[config.mk]
export PLATFORM = sky130hd
export DESIGN_NAME = sm83_register_load_and_alu_execute_flat
export DESIGN_NICKNAME = d
export VERILOG_FILES = /design/src/hdl/sm83_pkg.sv /design/src/hdl/sm83_if.sv /design/src/hdl/sm83_alu.sv /design/src/hdl/sm83_register_load_and_alu_execute.sv /design/src/flat_wrapper.sv
export SDC_FILE = /design/constraint.sdc
export NUM_CORES = 1
export LEC_CHECK = 0
export BUFFER_PORTS_ARGS = -buffer_cell sky130_fd_sc_hd__buf_4
export CAP_MARGIN = 25
export CORE_ASPECT_RATIO = 0.7
export CORE_MARGIN = 10
export CORE_UTILIZATION = 35
export DETAILED_ROUTE_END_ITERATION = 8
export PLACE_DENSITY = 0.58
export SYNTH_ARGS = -nofsm -noshare
export SYNTH_HDL_FRONTEND = slang
export SYNTH_SLANG_ARGS = --single-unit
[constraint.sdc]
create_clock -name clk -period 4.3 [get_ports clk]
set_input_delay 0.215 -clock clk [delete_from_list [all_inputs] [get_ports clk]]
set_output_delay 0.215 -clock clk [all_outputs]
set_load 0.01 [all_outputs]
[src/hdl/sm83_pkg.sv]
// ----------------------------------------------------------------------------
// sm83_pkg
// Types and constants shared by the register-move and ALU execute block.
// ----------------------------------------------------------------------------
package sm83_pkg;

	// Register file index, entries B, C, D, E, H, L, A.
	localparam int REG_COUNT = 7;
	typedef logic [2:0] reg_idx_t;
	localparam reg_idx_t IDX_B = 3'd0;
	localparam reg_idx_t IDX_H = 3'd4;
	localparam reg_idx_t IDX_L = 3'd5;
	localparam reg_idx_t IDX_A = 3'd6;

	// Operand selector codes from the opcode fields.
	localparam logic [2:0] SEL_MEM = 3'd6;
	localparam logic [2:0] SEL_A   = 3'd7;

	// Opcode range limits and the one hole in the load block.
	localparam logic [7:0] OP_FIRST = 8'h40;
	localparam logic [7:0] OP_LAST  = 8'hBF;
	localparam logic [7:0] OP_HALT  = 8'h76;

	typedef logic [REG_COUNT-1:0][7:0] reg_file_t;

	// ALU operations selected by opcode bits 5..3.
	typedef enum logic [2:0] {
		ALU_ADD = 3'd0,
		ALU_ADC = 3'd1,
		ALU_SUB = 3'd2,
		ALU_SBC = 3'd3,
		ALU_AND = 3'd4,
		ALU_XOR = 3'd5,
		ALU_OR  = 3'd6,
		ALU_CP  = 3'd7
	} alu_op_t;

	// Flag bit positions within the flag nibble.
	localparam int FLAG_Z = 3;
	localparam int FLAG_N = 2;
	localparam int FLAG_H = 1;
	localparam int FLAG_C = 0;

	typedef struct packed {
		logic [7:0] opcode;
		logic [7:0] mem_data;
	} in_item_t;

	typedef struct packed {
		logic        mem_write;
		logic [15:0] mem_addr;
		logic [7:0]  mem_wdata;
		logic [7:0]  acc_value;
		logic [3:0]  flag_bits;
		logic [15:0] pc_value;
		logic        unhandled;
	} out_item_t;

	// State update decided by the execute logic for one instruction.
	typedef struct packed {
		logic       unhandled;
		logic       reg_we;
		reg_idx_t   reg_idx;
		logic [7:0] reg_wdata;
		logic       flags_we;
		logic [3:0] flags_next;
		logic       mem_write;
		logic [7:0] mem_wdata;
	} exec_t;

endpackage

[src/hdl/sm83_if.sv]
// ----------------------------------------------------------------------------
// sm83 channel interfaces
// Valid/ready channels for instruction items and result items.
// ----------------------------------------------------------------------------
interface sm83_in_if
	import sm83_pkg::*;
();
	logic     valid;
	logic     ready;
	in_item_t data;

	modport source (output valid, output data, input ready);
	modport sink (input valid, input data, output ready);
endinterface

interface sm83_out_if
	import sm83_pkg::*;
();
	logic      valid;
	logic      ready;
	out_item_t data;

	modport source (output valid, output data, input ready);
	modport sink (input valid, input data, output ready);
endinterface

[src/hdl/sm83_alu.sv]
// ----------------------------------------------------------------------------
// sm83_alu
// Decodes one opcode and works out the register, flag and memory update.
// ----------------------------------------------------------------------------
module sm83_alu
	import sm83_pkg::*;
(
	input  logic [7:0] opcode,
	input  logic [7:0] mem_data,
	input  reg_file_t  regs,
	input  logic [3:0] flags,
	output exec_t      exec
);

	logic [2:0] dst_sel;
	logic [2:0] src_sel;
	reg_idx_t   src_idx;
	reg_idx_t   dst_idx;
	logic [7:0] src;
	logic [7:0] acc;
	logic       cin;
	logic       carry_in;
	alu_op_t    op;
	logic [8:0] sum;
	logic [4:0] half_sum;
	logic [8:0] diff;
	logic [4:0] half_diff;
	logic [7:0] res;
	logic [3:0] f;
	logic       bad;

	assign dst_sel = opcode[5:3];
	assign src_sel = opcode[2:0];
	assign op      = alu_op_t'(opcode[5:3]);
	assign acc     = regs[IDX_A];
	assign cin     = flags[FLAG_C];

	// Selector seven names A, which sits at index six in the file.
	assign src_idx = (src_sel == SEL_A) ? IDX_A : src_sel;
	assign dst_idx = (dst_sel == SEL_A) ? IDX_A : dst_sel;
	assign src     = (src_sel == SEL_MEM) ? mem_data : regs[src_idx];

	assign bad = (opcode < OP_FIRST) || (opcode > OP_LAST) || (opcode == OP_HALT);

	// Carry enters only for ADC and SBC.
	assign carry_in = ((op == ALU_ADC) || (op == ALU_SBC)) ? cin : 1'b0;

	assign sum       = {1'b0, acc} + {1'b0, src} + {8'd0, carry_in};
	assign half_sum  = {1'b0, acc[3:0]} + {1'b0, src[3:0]} + {4'd0, carry_in};
	assign diff      = {1'b0, acc} - {1'b0, src} - {8'd0, carry_in};
	assign half_diff = {1'b0, acc[3:0]} - {1'b0, src[3:0]} - {4'd0, carry_in};

	// Result and flags of the ALU operation.
	always_comb begin
		f = 4'd0;
		unique case (op)
			ALU_ADD, ALU_ADC: begin
				res       = sum[7:0];
				f[FLAG_H] = half_sum[4];
				f[FLAG_C] = sum[8];
			end
			ALU_SUB, ALU_SBC, ALU_CP: begin
				res       = diff[7:0];
				f[FLAG_N] = 1'b1;
				f[FLAG_H] = half_diff[4];
				f[FLAG_C] = diff[8];
			end
			ALU_AND: begin
				res       = acc & src;
				f[FLAG_H] = 1'b1;
			end
			ALU_XOR: res = acc ^ src;
			ALU_OR:  res = acc | src;
			default: res = acc | src;
		endcase
		f[FLAG_Z] = (res == 8'd0);
	end

	// Combine the load and ALU paths into one state update.
	always_comb begin
		exec            = '0;
		exec.unhandled  = bad;
		exec.flags_next = f;
		if (!bad) begin
			if (!opcode[7]) begin
				if (dst_sel == SEL_MEM) begin
					exec.mem_write = 1'b1;
					exec.mem_wdata = src;
				end else begin
					exec.reg_we    = 1'b1;
					exec.reg_idx   = dst_idx;
					exec.reg_wdata = src;
				end
			end else begin
				exec.flags_we  = 1'b1;
				exec.reg_we    = (op != ALU_CP);
				exec.reg_idx   = IDX_A;
				exec.reg_wdata = res;
			end
		end
	end

endmodule

[src/hdl/sm83_register_load_and_alu_execute.sv]
// ----------------------------------------------------------------------------
// sm83_register_load_and_alu_execute
// Register-move and 8-bit ALU execute stage for opcodes 0x40 to 0xBF.
// ----------------------------------------------------------------------------
// The block retires one instruction per clock while the sink is ready. An
// accepted transaction lands in the instruction register; in the following
// cycle the decode and ALU logic works on it in one pass and, as it moves
// into the result register, the register file, flags and program counter
// are updated, so the next instruction in the instruction register already
// sees the new state. The result register is refilled in the same cycle it
// is taken, so a ready sink sees one result every clock; a stalled sink
// holds both registers and the input ready drops only when both are full.
module sm83_register_load_and_alu_execute
	import sm83_pkg::*;
(
	input logic        clk,
	input logic        arst_n,
	sm83_in_if.sink    instr,
	sm83_out_if.source result
);

	logic       valid_s1;
	in_item_t   item_s1;
	logic       valid_s2;
	out_item_t  item_s2;
	reg_file_t  regs_q;
	logic [3:0] flags_q;
	logic [15:0] pc_q;

	exec_t       exec;
	logic        advance;
	logic [7:0]  acc_next;
	logic [3:0]  flags_next;
	logic [15:0] pc_next;

	// Handshake: the instruction moves on when the result slot is free or
	// being emptied.
	assign advance     = valid_s1 && (!valid_s2 || result.ready);
	assign instr.ready = !valid_s1 || advance;

	sm83_alu u_alu (
		.opcode   (item_s1.opcode),
		.mem_data (item_s1.mem_data),
		.regs     (regs_q),
		.flags    (flags_q),
		.exec     (exec)
	);

	// State after the instruction, as reported in the result.
	assign acc_next   = (exec.reg_we && (exec.reg_idx == IDX_A)) ? exec.reg_wdata
	                                                             : regs_q[IDX_A];
	assign flags_next = exec.flags_we ? exec.flags_next : flags_q;
	assign pc_next    = exec.unhandled ? pc_q : pc_q + 16'd1;

	// Instruction register valid flag.
	always_ff @(posedge clk or negedge arst_n) begin
		if (!arst_n) begin
			valid_s1 <= 1'b0;
		end else if (instr.ready) begin
			valid_s1 <= instr.valid;
		end
	end

	// Instruction register payload.
	always_ff @(posedge clk) begin
		if (instr.valid && instr.ready) begin
			item_s1 <= instr.data;
		end
	end

	// Result register valid flag.
	always_ff @(posedge clk or negedge arst_n) begin
		if (!arst_n) begin
			valid_s2 <= 1'b0;
		end else if (advance) begin
			valid_s2 <= 1'b1;
		end else if (result.ready) begin
			valid_s2 <= 1'b0;
		end
	end

	// Result register payload.
	always_ff @(posedge clk) begin
		if (advance) begin
			item_s2.mem_write <= exec.mem_write;
			item_s2.mem_addr  <= {regs_q[IDX_H], regs_q[IDX_L]};
			item_s2.mem_wdata <= exec.mem_wdata;
			item_s2.acc_value <= acc_next;
			item_s2.flag_bits <= flags_next;
			item_s2.pc_value  <= pc_next;
			item_s2.unhandled <= exec.unhandled;
		end
	end

	// Architectural state, updated as each instruction executes.
	always_ff @(posedge clk or negedge arst_n) begin
		if (!arst_n) begin
			regs_q  <= '0;
			flags_q <= 4'd0;
			pc_q    <= 16'd0;
		end else if (advance) begin
			if (exec.reg_we) begin
				regs_q[exec.reg_idx] <= exec.reg_wdata;
			end
			flags_q <= flags_next;
			pc_q    <= pc_next;
		end
	end

	assign result.valid = valid_s2;
	assign result.data  = item_s2;

	// An unhandled opcode leaves the flags and program counter alone.
	assert property (@(posedge clk) disable iff (!arst_n)
		advance && exec.unhandled |=> $stable(pc_q) && $stable(flags_q))
		else $error("unhandled opcode changed architectural state");

	// A handled opcode advances the program counter by one.
	assert property (@(posedge clk) disable iff (!arst_n)
		advance && !exec.unhandled |=> pc_q == $past(pc_q) + 16'd1)
		else $error("program counter did not advance");

	// A pending result never reports a store for an unhandled opcode.
	assert property (@(posedge clk) disable iff (!arst_n)
		valid_s2 && item_s2.unhandled |-> !item_s2.mem_write)
		else $error("store reported for unhandled opcode");

	// Write data is zero whenever no store is made.
	assert property (@(posedge clk) disable iff (!arst_n)
		valid_s2 && !item_s2.mem_write |-> item_s2.mem_wdata == 8'd0)
		else $error("write data set without a store");

	// A store never touches the register file.
	assert property (@(posedge clk) disable iff (!arst_n)
		advance && exec.mem_write |=> $stable(regs_q))
		else $error("store altered the register file");

endmodule
[src/flat_wrapper.sv]
// flat-port wrapper written by rule: the top's interface ports become plain ports
module sm83_register_load_and_alu_execute_flat import sm83_pkg::*;
  (clk, arst_n, instr_valid, instr_data, instr_ready, result_valid, result_data, result_ready);
  sm83_in_if instr_i ();
  sm83_out_if result_i ();
  input logic clk;
  input logic arst_n;
  input wire logic [$bits(instr_i.valid)-1:0] instr_valid;
  input wire logic [$bits(instr_i.data)-1:0] instr_data;
  output wire logic [$bits(instr_i.ready)-1:0] instr_ready;
  output wire logic [$bits(result_i.valid)-1:0] result_valid;
  output wire logic [$bits(result_i.data)-1:0] result_data;
  input wire logic [$bits(result_i.ready)-1:0] result_ready;
  assign instr_i.valid = instr_valid;
  assign instr_i.data = instr_data;
  assign instr_ready = instr_i.ready;
  assign result_valid = result_i.valid;
  assign result_data = result_i.data;
  assign result_i.ready = result_ready;
  sm83_register_load_and_alu_execute u_core (.clk(clk), .arst_n(arst_n), .instr(instr_i), .result(result_i));
endmodule
==> results of run 1 <==
[cell usage after synthesis (3+ instances only)]
library cell / instances
sky130_fd_sc_hd__a21oi_1: 40
sky130_fd_sc_hd__mux2i_1: 8
sky130_fd_sc_hd__buf_4: 3
sky130_fd_sc_hd__o22ai_1: 7
sky130_fd_sc_hd__mux2_1: 3
sky130_fd_sc_hd__o221ai_1: 3
sky130_fd_sc_hd__xor2_1: 17
sky130_fd_sc_hd__edfxtp_1: 70
sky130_fd_sc_hd__o21a_1: 5
sky130_fd_sc_hd__o21ai_0: 29
sky130_fd_sc_hd__ha_1: 32
sky130_fd_sc_hd__clkbuf_1: 8
sky130_fd_sc_hd__inv_1: 42
sky130_fd_sc_hd__nor3_1: 5
sky130_fd_sc_hd__mux2_2: 33
sky130_fd_sc_hd__buf_2: 12
sky130_fd_sc_hd__xnor2_1: 25
sky130_fd_sc_hd__nand2b_1: 9
sky130_fd_sc_hd__fa_1: 4
sky130_fd_sc_hd__dfrtp_1: 78
sky130_fd_sc_hd__and3_1: 6
sky130_fd_sc_hd__a221oi_1: 8
sky130_fd_sc_hd__nor2b_1: 6
sky130_fd_sc_hd__a211oi_1: 6
sky130_fd_sc_hd__a22oi_1: 8
sky130_fd_sc_hd__nand3_1: 11
sky130_fd_sc_hd__nand2_1: 53
sky130_fd_sc_hd__mux4_2: 5
sky130_fd_sc_hd__nor2_1: 80
[area by class of cell]
cell class	instances	area (um2)	share of cell area, %
flip-flops and latches	148	4050	42.8
well taps	276	345	3.65
clock buffers	17	425	4.49
repair buffers	136	1080	11.4
inverters	45	171	1.81
clock inverters	15	139	1.47
multi-input cells	448	3250	34.4
[cell usage in the layout, fill, tap and decap left out, types with 17 or more instances in the layout]
| cell type | netlist | final |
|---|---|---|
| sky130_fd_sc_hd__buf_4 | 3 | 117 |
| sky130_fd_sc_hd__nor2_1 | 80 | 79 |
| sky130_fd_sc_hd__dfrtp_1 | 78 | 78 |
| sky130_fd_sc_hd__edfxtp_1 | 70 | 70 |
| sky130_fd_sc_hd__nand2_1 | 53 | 53 |
| sky130_fd_sc_hd__inv_1 | 42 | 42 |
| sky130_fd_sc_hd__a21oi_1 | 40 | 40 |
| sky130_fd_sc_hd__mux2_2 | 33 | 33 |
| sky130_fd_sc_hd__ha_1 | 32 | 32 |
| sky130_fd_sc_hd__o21ai_0 | 29 | 29 |
| sky130_fd_sc_hd__xnor2_1 | 25 | 25 |
| sky130_fd_sc_hd__dlygate4sd3_1 | 0 | 18 |
| sky130_fd_sc_hd__xor2_1 | 17 | 17 |
| sky130_fd_sc_hd__clkbuf_16 | 0 | 17 |
[sequential cells by signal, summed over array words and instances, names as in the netlist]
register	cells
u_core.result.valid	1
u_core.valid_s1	1
u_core.item_s1	16
u_core.pc_q	16
u_core.flags_q	4
u_core.regs_q	56
u_core.result.data	54
[repair_timing]
item,CTS,global route
hold endpoints to repair,55,0
hold buffers,18,0
buffers inserted,0,3
resized for setup,0,7
endpoints found under the setup margin,0,17
[per-stage QoR]
step | utilization, % | worst slack [ns] | cell area [um2] | hold slack (ns) | power [uW]
2_1_floorplan | - | 0.198 | 7570 | -0.0806 | 2870
3_3_place_gp | 41.3 | 0.204 | 8660 | 0.223 | 3430
3_5_place_dp | 41.3 | 0.113 | 8660 | 0.227 | 3450
4_1_cts | 44.9 | 0.0786 | 9410 | 0.0536 | 4910
5_1_grt | 45.1 | 0.0403 | 9470 | 0.100 | 5200
6_report | 45.1 | 0.235 | 9470 | 0.0674 | 4930
[layer usage]
layer	vias to the layer above	share of wire, %	GRT usage (%)
li1	2623	-	-
met1	2683	51	21.7
met2	155	42	20.4
met3	13	6.1	3.67
met4	0	0.50	2.28
met5	-	0	0
[cell families after synthesis]
kind of cell / Yosys count
AND/OR/NAND/NOR: 190
flip-flops: 148
AO/OA/AOI/OAI: 131
buffers and inverters: 71
multiplexers: 49
XOR/XNOR: 42
adder cells (fa/ha/maj): 36
[where the power goes]
group | switching (uW) | internal, uW
clock network | 681 | 765
registers | 158 | 1720
logic | 874 | 734
[worst reg2reg max path: cells and delay by family (launching register included)]
kind | cells | cell delay (ns)
flops | 1 | 0.45
mux | 1 | 0.49
buf+inv | 3 | 0.35
simple gates | 3 | 0.59
fa+ha+maj | 2 | 0.55
compound gates | 5 | 1.40
[final timing paths]
check	startpoint	to	slack (ns)	cells after the start
max	u_core.item_s1[8]$_DFFE_PP_	u_core.result.data[20]$_DFFE_PP_	0.24	14
min	result_ready	u_core.result.valid$_DFFE_PN0P_	0.07	3
max reg2reg	u_core.item_s1[8]$_DFFE_PP_	u_core.result.data[20]$_DFFE_PP_	0.24	14
min reg2reg	u_core.regs_q[46]$_DFFE_PN0P_	u_core.result.data[43]$_DFFE_PP_	0.45	0
max in group asynchronous	arst_n	u_core.pc_q[2]$_DFFE_PN0P_	3.06	3
min in group asynchronous	arst_n	u_core.regs_q[17]$_DFFE_PN0P_	0.30	2
==> summary by stage, run 1 <==
Outcome
The run finished with clean final reports.

Layout
The number of standard cells in the final layout excluding fillers is approximately 1100. Cells with a size suffix above 1 make up between 20% and 30% of the layout. After filler insertion, the fill cell instance count of the layout stands at ~1900. 0 antenna diodes ended up in the layout.

The final layout contains about 850 nets. Compared with the post-synthesis result, the final layout area differs by 25.0%.

Setup path
The worst-path cell with the longest stage delay is sky130_fd_sc_hd__mux4_2. The launching element type of the critical path is a register. Counting both buffers and inverters, the worst setup path holds a total of 3. The signal on the critical path passes through buf_4 -> mux4_2 -> a221oi_1 -> inv_1 -> ha_1 -> inv_1 -> ha_1 -> or3_1 -> a211oi_2 -> o2111a_1 -> nor3_1 -> a2111oi_4 -> nor4_1 -> a22o_1. For the worst setup path, the data required time is about 4.5 ns.

The peak fanout along the critical path is 6. Data on the critical path arrives at its endpoint at between 4 and 5 ns. The cell class contributing the biggest share of worst-path delay is compound AO/OA/AOI/OAI gates. The type of the worst setup path is reg2reg. The endpoint class of the critical path is a register. The highest cell delay on the worst timing path is ~0.49 ns.

Clocking
The number of buffers created by CTS is 17. The clock tree buffer depth is 2. The clock latency on the worst-skew pair is 0.43 ns. The clock tree root buffer cell is sky130_fd_sc_hd__clkbuf_16. The clock transition at the registers of the reported paths is ~0.080 ns.

TritonCTS built the clock tree. The clock net in this run drives a total of around 150 sinks. The H-tree generated during clock tree synthesis spans 4 levels.

Synthesis
Summing the areas of all and, or, nand and nor instances in the mapped netlist gives a little under an eighth of the synthesized area. In this run, synthesis inferred 70 flip-flops with an integrated enable. The register bit count reported by yosys is about 150.

In the synthesized netlist, mux cells make up a little under 8% of the area. The mean instance size in the synthesized netlist is ~11 um2. By area, the combinational part of the netlist is dominated by simple AND/OR/NAND/NOR gates.

The area share of xor/xnor cells in the synthesized design is about 4.9%. The share of synthesized area occupied by flip-flops and latches is roughly 54%. Counting flops with an async set or reset pin after synthesis yields a share of approximately 53%. Synthesis produced a netlist with a net count of a little over 700. Synthesis produced a netlist whose cell count is between 600 and 700. Sorting the synthesized cells by area gives the leading types as sky130_fd_sc_hd__edfxtp_1 (28%), sky130_fd_sc_hd__dfrtp_1 (26%), sky130_fd_sc_hd__ha_1 (5.3%), sky130_fd_sc_hd__mux2_2 (4.9%), sky130_fd_sc_hd__nor2_1 (4.0%). The top cell type's share of synthesized area is ~28%.

Summing every instance area after synthesis gives 7570 um2. After synthesis, the netlist uses 70 different library cells. The dominant synthesized flop cell is sky130_fd_sc_hd__dfrtp_1. Summing the areas of all fa, ha and maj instances in the mapped netlist gives under 10% of the synthesized area. The warning count from the yosys run is 0. The complex-gate fraction of the synthesized area is a little under an eighth.

The synthesized design spends more area on one cell type than any other, namely sky130_fd_sc_hd__edfxtp_1.

Detailed routing
The final routed DRC violation total is 0. The routed length per placed instance is around 19 um. For this block, the via count after detailed routing is between 5000 and 6000. The total wire length after detailed routing is around 20 mm. The starting DRC count in detailed routing is 500. Using the TritonRoute via totals, the vias-per-cell ratio works out to around 5.0. The remaining number of nets flagged by the antenna check after routing is 0. The first detailed-routing pass ran for 5 iterations.

Global route
The overall fraction of global-route tracks in use is roughly 14%. The first global-routing pass estimated 31.6 mm of wire. The total overflow left after global routing is 0. The number of global-route vias before repair is around 5300. The number of antenna violations at the first check in global routing is 0. The maximum number of pins on one net before global-route repair is 63.

Timing
Setup violations remaining at the end of the flow were counted as 0. Setup repair after global routing left no endpoint under its margin. For the finished layout, the period the worst path requires is ~4 ns. The total negative slack for setup checks is 0 ns.

The final critical path takes up 94.5% of the cycle. The transition at the pin with the smallest max-transition slack is around 0.94 ns. The peak clock frequency supported by timing is about 0.25 GHz. The max-slew violation count is 0. The clock arrives with approximately 0.013 ns of skew. The final count of hold timing violations is 0.

The relative slew slack is 37.0%.

Placement
The congestion estimate from routability-driven global placement came to around 0.9. The post-placement cell count is around 1000. The placed wire-length estimate is roughly 15 mm.

Port buffering added between 70 and 80 buffers.

Power
For this design the static power due to leakage is about 0.0042 uW. The areal power density over the cells is 521 nW/um2. The highest ir drop seen on vdd is roughly 210 uV.

Die
The die height is 143 um. In this run the standard cell core region covers 21000 um2. The overall die area is around 28000 um2.

The horizontal extent of the die is a little under 200 um. The I/O pin total is 76. The count of standard-cell rows is between 40 and 50. Once the floorplan was initialized, standard cells occupied around 36% of the core.

Hold path
The kind of path behind the tightest hold check is in2reg.

Job
The number of max-capacitance violations reported is 0.
Note: power is estimated with default switching activity, not from simulation.
==> inputs of run 2 (changes only) <==
Settings changed: CORE_MARGIN 10 to default.
==> summary by stage, run 2 (synthesis gave the netlist of run 1 again) <==
Timing
The peak clock frequency supported by timing was 0.247 GHz (+0.46%). The final setup skew is 0.0129 ns (-0.000179 ns). The final number of setup-violating endpoints is 0 (unchanged). The portion of the clock cycle consumed by the worst path in the final layout was 94.1% (-0.44 points). The setup slack of the critical path after layout is 0.254 ns (+0.0187 ns). Setup repair after global routing could not meet its margin everywhere. The tightest hold margin is 0.0830 ns (+0.0156 ns). The clock period minus final worst setup slack is 4.05 ns (-0.0187 ns). The max-slew violation count is 0 (unchanged). The relative slew slack came to 36.4% (-0.62 points).

The transition at the pin with the smallest max-transition slack is 0.954 ns (+0.00937 ns). The final count of hold timing violations is 0 (unchanged).

Layout
The count of inserted antenna diode cells is 0 (unchanged). The area growth from synthesis to layout is 24.3%. The post-route core utilization came to 44.9% (-0.25 points). The count of fill cells added during filler insertion is 1989 (+2.3%). The number of flip-flops in the largest register was 56 (unchanged). Leaving out fill and tap cells, the most frequent cell in the layout is sky130_fd_sc_hd__buf_4. The top cell types in the final layout, fill and taps aside, are sky130_fd_sc_hd__buf_4 (109), sky130_fd_sc_hd__nor2_1 (79), sky130_fd_sc_hd__dfrtp_1 (78), sky130_fd_sc_hd__edfxtp_1 (70), sky130_fd_sc_hd__nand2_1 (53). The share of cells above drive strength 1 is 25.5% (-0.49 points). The top register by number of flip-flops is u_core.regs_q. The summed area of non-filler cells in the final layout came to 9410 um2 (-0.56%). The final layout net count is 844 (-0.94%).

Detailed routing
The remaining number of nets flagged by the antenna check after routing is 0 (unchanged). The vias per cell is 5.06 (+0.37%). The routed length per placed instance is 18.0 um (-3.6%). The final routed DRC violation total is 0 (unchanged). The starting DRC count in detailed routing is 462 (-7.6%). The total wire length after detailed routing came to 19.3 mm (-4.3%). The total via count in the routed design is 5454 (-0.37%).

The first-pass iteration count of the detailed router is 5 (unchanged).

Placement
The total of buffers placed on input and output ports is 75 (unchanged). The placed wire-length estimate came to 14.0 mm (-4.7%). The post-place instance area is 8610 um2 (-0.61%). The pre-CTS setup slack is 0.0321 ns (-0.0812 ns). The last weighted congestion value of the routability-driven placer is 0.908 (+1.1%).

Global route
The overall fraction of global-route tracks in use came to 18.2% (+3.8 points). The number of antenna violations at the first check in global routing came to 0 (unchanged). The overflow left after global routing is 0 (unchanged). The number of global-route vias before repair is 5250 (-1.5%). The maximum number of pins on one net before global-route repair is 66 (+4.8%). The wire length of the first global-routing pass was 30.6 mm (-3.1%).

Clocking
The CTS tree is done. The TritonCTS sink count is 148 (unchanged). The clock tree buffer depth is 2 (unchanged). The clock tree root buffer cell is sky130_fd_sc_hd__clkbuf_16. The clock transition at the registers of the reported paths was 0.06 ns (-0.02 ns). The clock latency on the worst-skew pair was 0.42 ns (about the same). The maximum level of the CTS H-tree came to 4 (unchanged). The number of buffers created by CTS came to 17 (unchanged).

Setup path
The number of buffers and inverters on the critical path is 2 (-1). The peak fanout along the critical path is 23 (+17). The worst setup path is captured at a register. In this design, the largest share of critical-path delay is due to compound AO/OA/AOI/OAI gates.

The type of the worst setup path is reg2reg. The launching element type of the critical path is a register. Walking the worst path, the cells encountered are buf_12 -> a21boi_1 -> mux2i_1 -> a21oi_1 -> a221oi_2 -> inv_1 -> fa_1 -> fa_1 -> a21boi_2 -> o22a_1 -> xnor2_1 -> nor2_1 -> o22ai_1 -> o21ai_0 -> mux2_2. Among all stages on the critical path, the largest delay is contributed by sky130_fd_sc_hd__fa_1. The critical path required time came to 4.47 ns (about the same). The highest cell delay on the worst timing path is 0.46 ns (-0.03 ns).

The worst endpoint data arrival time is 4.21 ns (-0.04 ns). The most frequent cell on the critical path is sky130_fd_sc_hd__fa_1.

Die
The horizontal extent of the die was 178 um (-9.2%). The die height is 125 um (-13%). The count of standard-cell rows was 44 (unchanged). The effective utilization at floorplan was 36.1% (unchanged).

The overall die area came to 22200 um2 (-21%). The placeable core region is 21000 um2 (unchanged). The I/O pin total is 76 (unchanged).

Power
The leakage power of the design is 0.00416 uW (-0.83%). The areal power density over the cells was 517 nW/um2 (-0.69%). The highest ir drop seen on vdd is 215 uV (+3.5%).

Job
The number of max-capacitance violations reported is 0 (unchanged).

Outcome
The flow ran to the end, and the final reports show no timing, DRC or antenna violations.

Hold path
The kind of path behind the tightest hold check is in2reg.
==> run 2: power by group <==
part | switching (uW) | total (uW) | leakage [uW] | internal, uW
clock | 668 | 1450 | 0.000273 | 779
combinational | 846 | 1540 | 0.00216 | 698
sequential | 158 | 1880 | 0.00172 | 1720
==> run 2: through the flow <==
stage	total power, uW	setup TNS, ns	instances
2_1_floorplan	2870	0	667
3_3_place_gp	3380	0	1025
3_5_place_dp	3390	0	1025
4_1_cts	4850	0	1075
5_1_grt	5160	-0.0218	1077
6_report	4870	0	1077
==> run 2: layer usage <==
layer | wire length, um | vias up | GRT usage (%) | part of all wire (%)
li1 | - | 2616 | - | -
met1 | 10000 | 2661 | 29.1 | 52
met2 | 8100 | 165 | 26.0 | 42
met3 | 1110 | 12 | 2.77 | 5.7
met4 | 102 | 0 | 3.17 | 0.53
met5 | 0 | - | 0 | 0
==> run 2: path summary, 6_finish.rpt <==
check	start	end	slack, ns	depth (start not counted)
setup / recovery	u_core.item_s1[9]$_DFFE_PP_	u_core.result.data[27]$_DFFE_PP_	0.25	15
hold reg to reg	u_core.regs_q[46]$_DFFE_PN0P_	u_core.result.data[43]$_DFFE_PP_	0.45	0
max in group asynchronous	arst_n	u_core.pc_q[0]$_DFFE_PN0P_	3.02	3
hold / removal	result_ready	u_core.result.valid$_DFFE_PN0P_	0.08	3
setup reg to reg	u_core.item_s1[9]$_DFFE_PP_	u_core.result.data[27]$_DFFE_PP_	0.25	15
min in group asynchronous	arst_n	u_core.regs_q[32]$_DFFE_PN0P_	0.18	2
==> run 2: layout make-up <==
| cell class | instances | area [um2] | area share (%) |
|---|---|---|---|
| Sequential cell | 148 | 4050 | 43.1 |
| Multi-Input combinational cell | 448 | 3260 | 34.6 |
| Timing Repair Buffer | 128 | 1020 | 10.8 |
| Clock buffer | 19 | 443 | 4.70 |
| Tap cell | 276 | 345 | 3.67 |
| Inverter | 45 | 171 | 1.82 |
| Clock inverter | 13 | 120 | 1.28 |
==> run 2: repair_timing <==
item	in CTS	in global routing
endpoints found under the setup margin	0	23
resized for setup	0	9
hold buffers	18	0
setup buffers	0	2
hold endpoints to repair	30	0
==> run 2: tightest hold or removal path: stages <==
cell and delay [ns]:
sky130_fd_sc_hd__buf_4 0.08, sky130_fd_sc_hd__nand2b_1 0.11, sky130_fd_sc_hd__nand2b_1 0.05
==> inputs of run 3 (changes only) <==
Settings changed: CORE_MARGIN from default to 2, PLACE_DENSITY 0.58 to 0.56.
Clock period 4.3 ns to 4.55 ns, I/O delays scaled along.
==> summary by stage, run 3 (synthesis gave the netlist of run 1 again) <==
Outcome
The flow ran to the end, and the final reports show no timing, DRC or antenna violations.

Die
The placeable core region is 21000 um2 (unchanged). The die height was 127 um (+1.6%). The effective utilization at floorplan is 36.1% (unchanged).

The overall die area is 22900 um2 (+2.7%). The I/O pin total was 76 (unchanged). The horizontal extent of the die came to 180 um (+1.1%). The count of standard-cell rows is 44 (unchanged).

Timing
The setup slack of the critical path after layout is 0.270 ns (+0.0158 ns). The final setup skew is 0.00901 ns (-0.00392 ns). The relative slew slack is 36.5% (+0.15 points). The transition at the pin with the smallest max-transition slack is 0.952 ns (-0.00231 ns). The final count of hold timing violations came to 0 (unchanged). The max-slew violation count was 0 (unchanged). The total negative slack for setup checks is 0 ns (unchanged). The portion of the clock cycle consumed by the worst path in the final layout is 94.1% (about the same). The peak clock frequency supported by timing is 0.234 GHz (-5.5%). The clock period minus final worst setup slack came to 4.28 ns (+0.234 ns).

The final number of setup-violating endpoints is 0 (unchanged). Setup repair after global routing left no endpoint under its margin.

Power
The power spent charging and discharging nets is 1480 uW (-11%). The switching power share of the total is 31.6% (-2.8 points). The combinational group share of total power was 30.5% (-1.2 points). The internal portion of total power is 3220 uW (+0.64%). The relative contribution of the clock network to total power is 31.4% (+1.7 points). The highest ir drop seen on vdd is 251 uV (+16%). The areal power density over the cells is 499 nW/um2 (-3.4%). The leakage power of the design is 0.00417 uW (+0.31%). The sequential fraction of design power is 38.1% (-0.5 points).

Job
The number of max-capacitance violations reported is 0 (unchanged).

Setup path
STA classifies the critical path endpoint as a register. The worst endpoint data arrival time is 4.46 ns (+0.25 ns). The type of the worst setup path is reg2reg. The peak fanout along the critical path is 8 (-65%). The critical path required time is 4.73 ns (+0.26 ns). The worst setup path is launched from a register.

Detailed routing
The routed length per placed instance was 18.3 um (+2.1%). The remaining number of nets flagged by the antenna check after routing is 0 (unchanged). The total wire length after detailed routing was 19.7 mm (+2.1%). The vias per cell is 5.14 (+1.4%). The total via count in the routed design is 5533 (+1.4%). The first-pass iteration count of the detailed router is 5 (unchanged). The starting DRC count in detailed routing was 526 (+14%). The final routed DRC violation total is 0 (unchanged).

Clocking
The CTS tree is done. The count of instances resized after the clock tree is built is 0 (unchanged). The clock latency on the worst-skew pair is 0.42 ns (about the same).

The clock tree buffer depth was 2 (unchanged). The TritonCTS sink count came to 148 (unchanged). The number of buffers created by CTS is 17 (unchanged). The maximum level of the CTS H-tree is 4 (unchanged).

Clock tree synthesis selected as its root buffer the cell sky130_fd_sc_hd__clkbuf_16. The clock transition at the registers of the reported paths is 0.06 ns (about the same).

Layout
The number of standard cells in the final layout excluding fillers is 1077 (unchanged). Ranked by flip-flop count, first place goes to u_core.regs_q. The count of inserted antenna diode cells is 0 (unchanged).

The share of cells above drive strength 1 is 24.3% (-1.1 points). In the layout the commonest cells are sky130_fd_sc_hd__buf_4 (111), sky130_fd_sc_hd__nor2_1 (80), sky130_fd_sc_hd__dfrtp_1 (78), sky130_fd_sc_hd__edfxtp_1 (70), sky130_fd_sc_hd__nand2_1 (53). The number of flip-flops in the largest register is 56 (unchanged).

The library cell used most frequently in the layout, excluding fill and tap cells, is sky130_fd_sc_hd__buf_4. The final layout net count came to 844 (unchanged). The area growth from synthesis to layout is 24.3% (about the same).

Placement
The pre-CTS setup slack was 0.136 ns (+0.104 ns). The placed wire-length estimate is 14.6 mm (+4.3%). The post-placement cell count is 1022 (-0.29%). The last weighted congestion value of the routability-driven placer is 0.900 (-0.90%). The total of buffers placed on input and output ports is 75 (unchanged).

Hold path
The kind of path behind the tightest hold check is in2reg.

Global route
The overflow left after global routing came to 0 (unchanged). The number of antenna violations at the first check in global routing came to 0 (unchanged). The number of global-route vias before repair is 5606 (+6.8%). The overall fraction of global-route tracks in use is 17.8% (-0.48 points).

The wire length of the first global-routing pass is 31.5 mm (+2.9%). The maximum number of pins on one net before global-route repair is 70 (+6.1%).
run 3: what timing repair did:
| action | CTS | global route |
|---|---|---|
| endpoints found under the setup margin | 0 | 7 |
| hold buffers | 17 | 0 |
| buffers inserted | 0 | 6 |
| hold endpoints to repair | 25 | 0 |
run 3: worst paths after layout:
path / from / to / cells past startpoint / slack (ns)
worst max-delay path: u_core.item_s1[9]$_DFFE_PP_ / u_core.result.data[20]$_DFFE_PP_ / 16 / 0.27
worst min-delay path: instr_valid / u_core.valid_s1$_DFFE_PN0N_ / 2 / 0.02
worst max register to register: u_core.item_s1[9]$_DFFE_PP_ / u_core.result.data[20]$_DFFE_PP_ / 16 / 0.27
worst min register to register: u_core.regs_q[46]$_DFFE_PN0P_ / u_core.result.data[43]$_DFFE_PP_ / 0 / 0.47
max in group asynchronous: arst_n / u_core.pc_q[2]$_DFFE_PN0P_ / 3 / 3.24
min in group asynchronous: arst_n / u_core.regs_q[48]$_DFFE_PN0P_ / 2 / 0.18
run 3: power groups by stage:
stage,Clock [uW],Sequential (uW),Combinational (uW)
detailed placement,0,1820,1400
CTS,1510,1800,1420
global route,1570,1820,1580
floorplan,0,1790,928
global placement,0,1810,1380
finish,1470,1790,1440
run 3: cell type report:
class,count,area [um2]
Clock buffer,22,464
Clock inverter,10,155
Fill cell,1939,11600
Inverter,45,171
Multi-Input combinational cell,448,3220
Sequential cell,148,4050
Tap cell,276,345
Timing Repair Buffer,128,1000
run 3: routing by layer:
metal	track usage (%)	vias up	wire length (um)
met4	4.93	0	282
met1	26.1	2738	9850
li1	-	2599	-
met3	3.73	29	1020
met2	26.7	167	8600
met5	0	-	0
run 3: through the flow:
stage / cell area [um2] / util [%] / total power [uW] / hold WS [ns]
2_1_floorplan: 7570 / - / 2720 / -0.0681
3_3_place_gp: 8580 / 40.9 / 3190 / 0.0686
3_5_place_dp: 8580 / 40.9 / 3220 / 0.0706
4_1_cts: 9370 / 44.6 / 4720 / 0.00141
5_1_grt: 9410 / 44.9 / 4970 / 0.00808
6_report: 9410 / 44.9 / 4700 / 0.0155
run 3: worst max-delay path: stages, from the launching register on:
cell	delay, ns
sky130_fd_sc_hd__edfxtp_1	0.41
sky130_fd_sc_hd__buf_4	0.19
sky130_fd_sc_hd__a21boi_1	0.27
sky130_fd_sc_hd__mux2i_1	0.23
sky130_fd_sc_hd__a21oi_1	0.10
sky130_fd_sc_hd__a221oi_2	0.28
sky130_fd_sc_hd__inv_1	0.12
sky130_fd_sc_hd__fa_1	0.56
sky130_fd_sc_hd__inv_1	0.06
sky130_fd_sc_hd__ha_1	0.19
sky130_fd_sc_hd__o211a_1	0.23
sky130_fd_sc_hd__a211oi_1	0.39
sky130_fd_sc_hd__o2111a_1	0.23
sky130_fd_sc_hd__nor3_1	0.06
sky130_fd_sc_hd__a2111oi_2	0.39
sky130_fd_sc_hd__nor4_1	0.12
sky130_fd_sc_hd__a22o_1	0.22
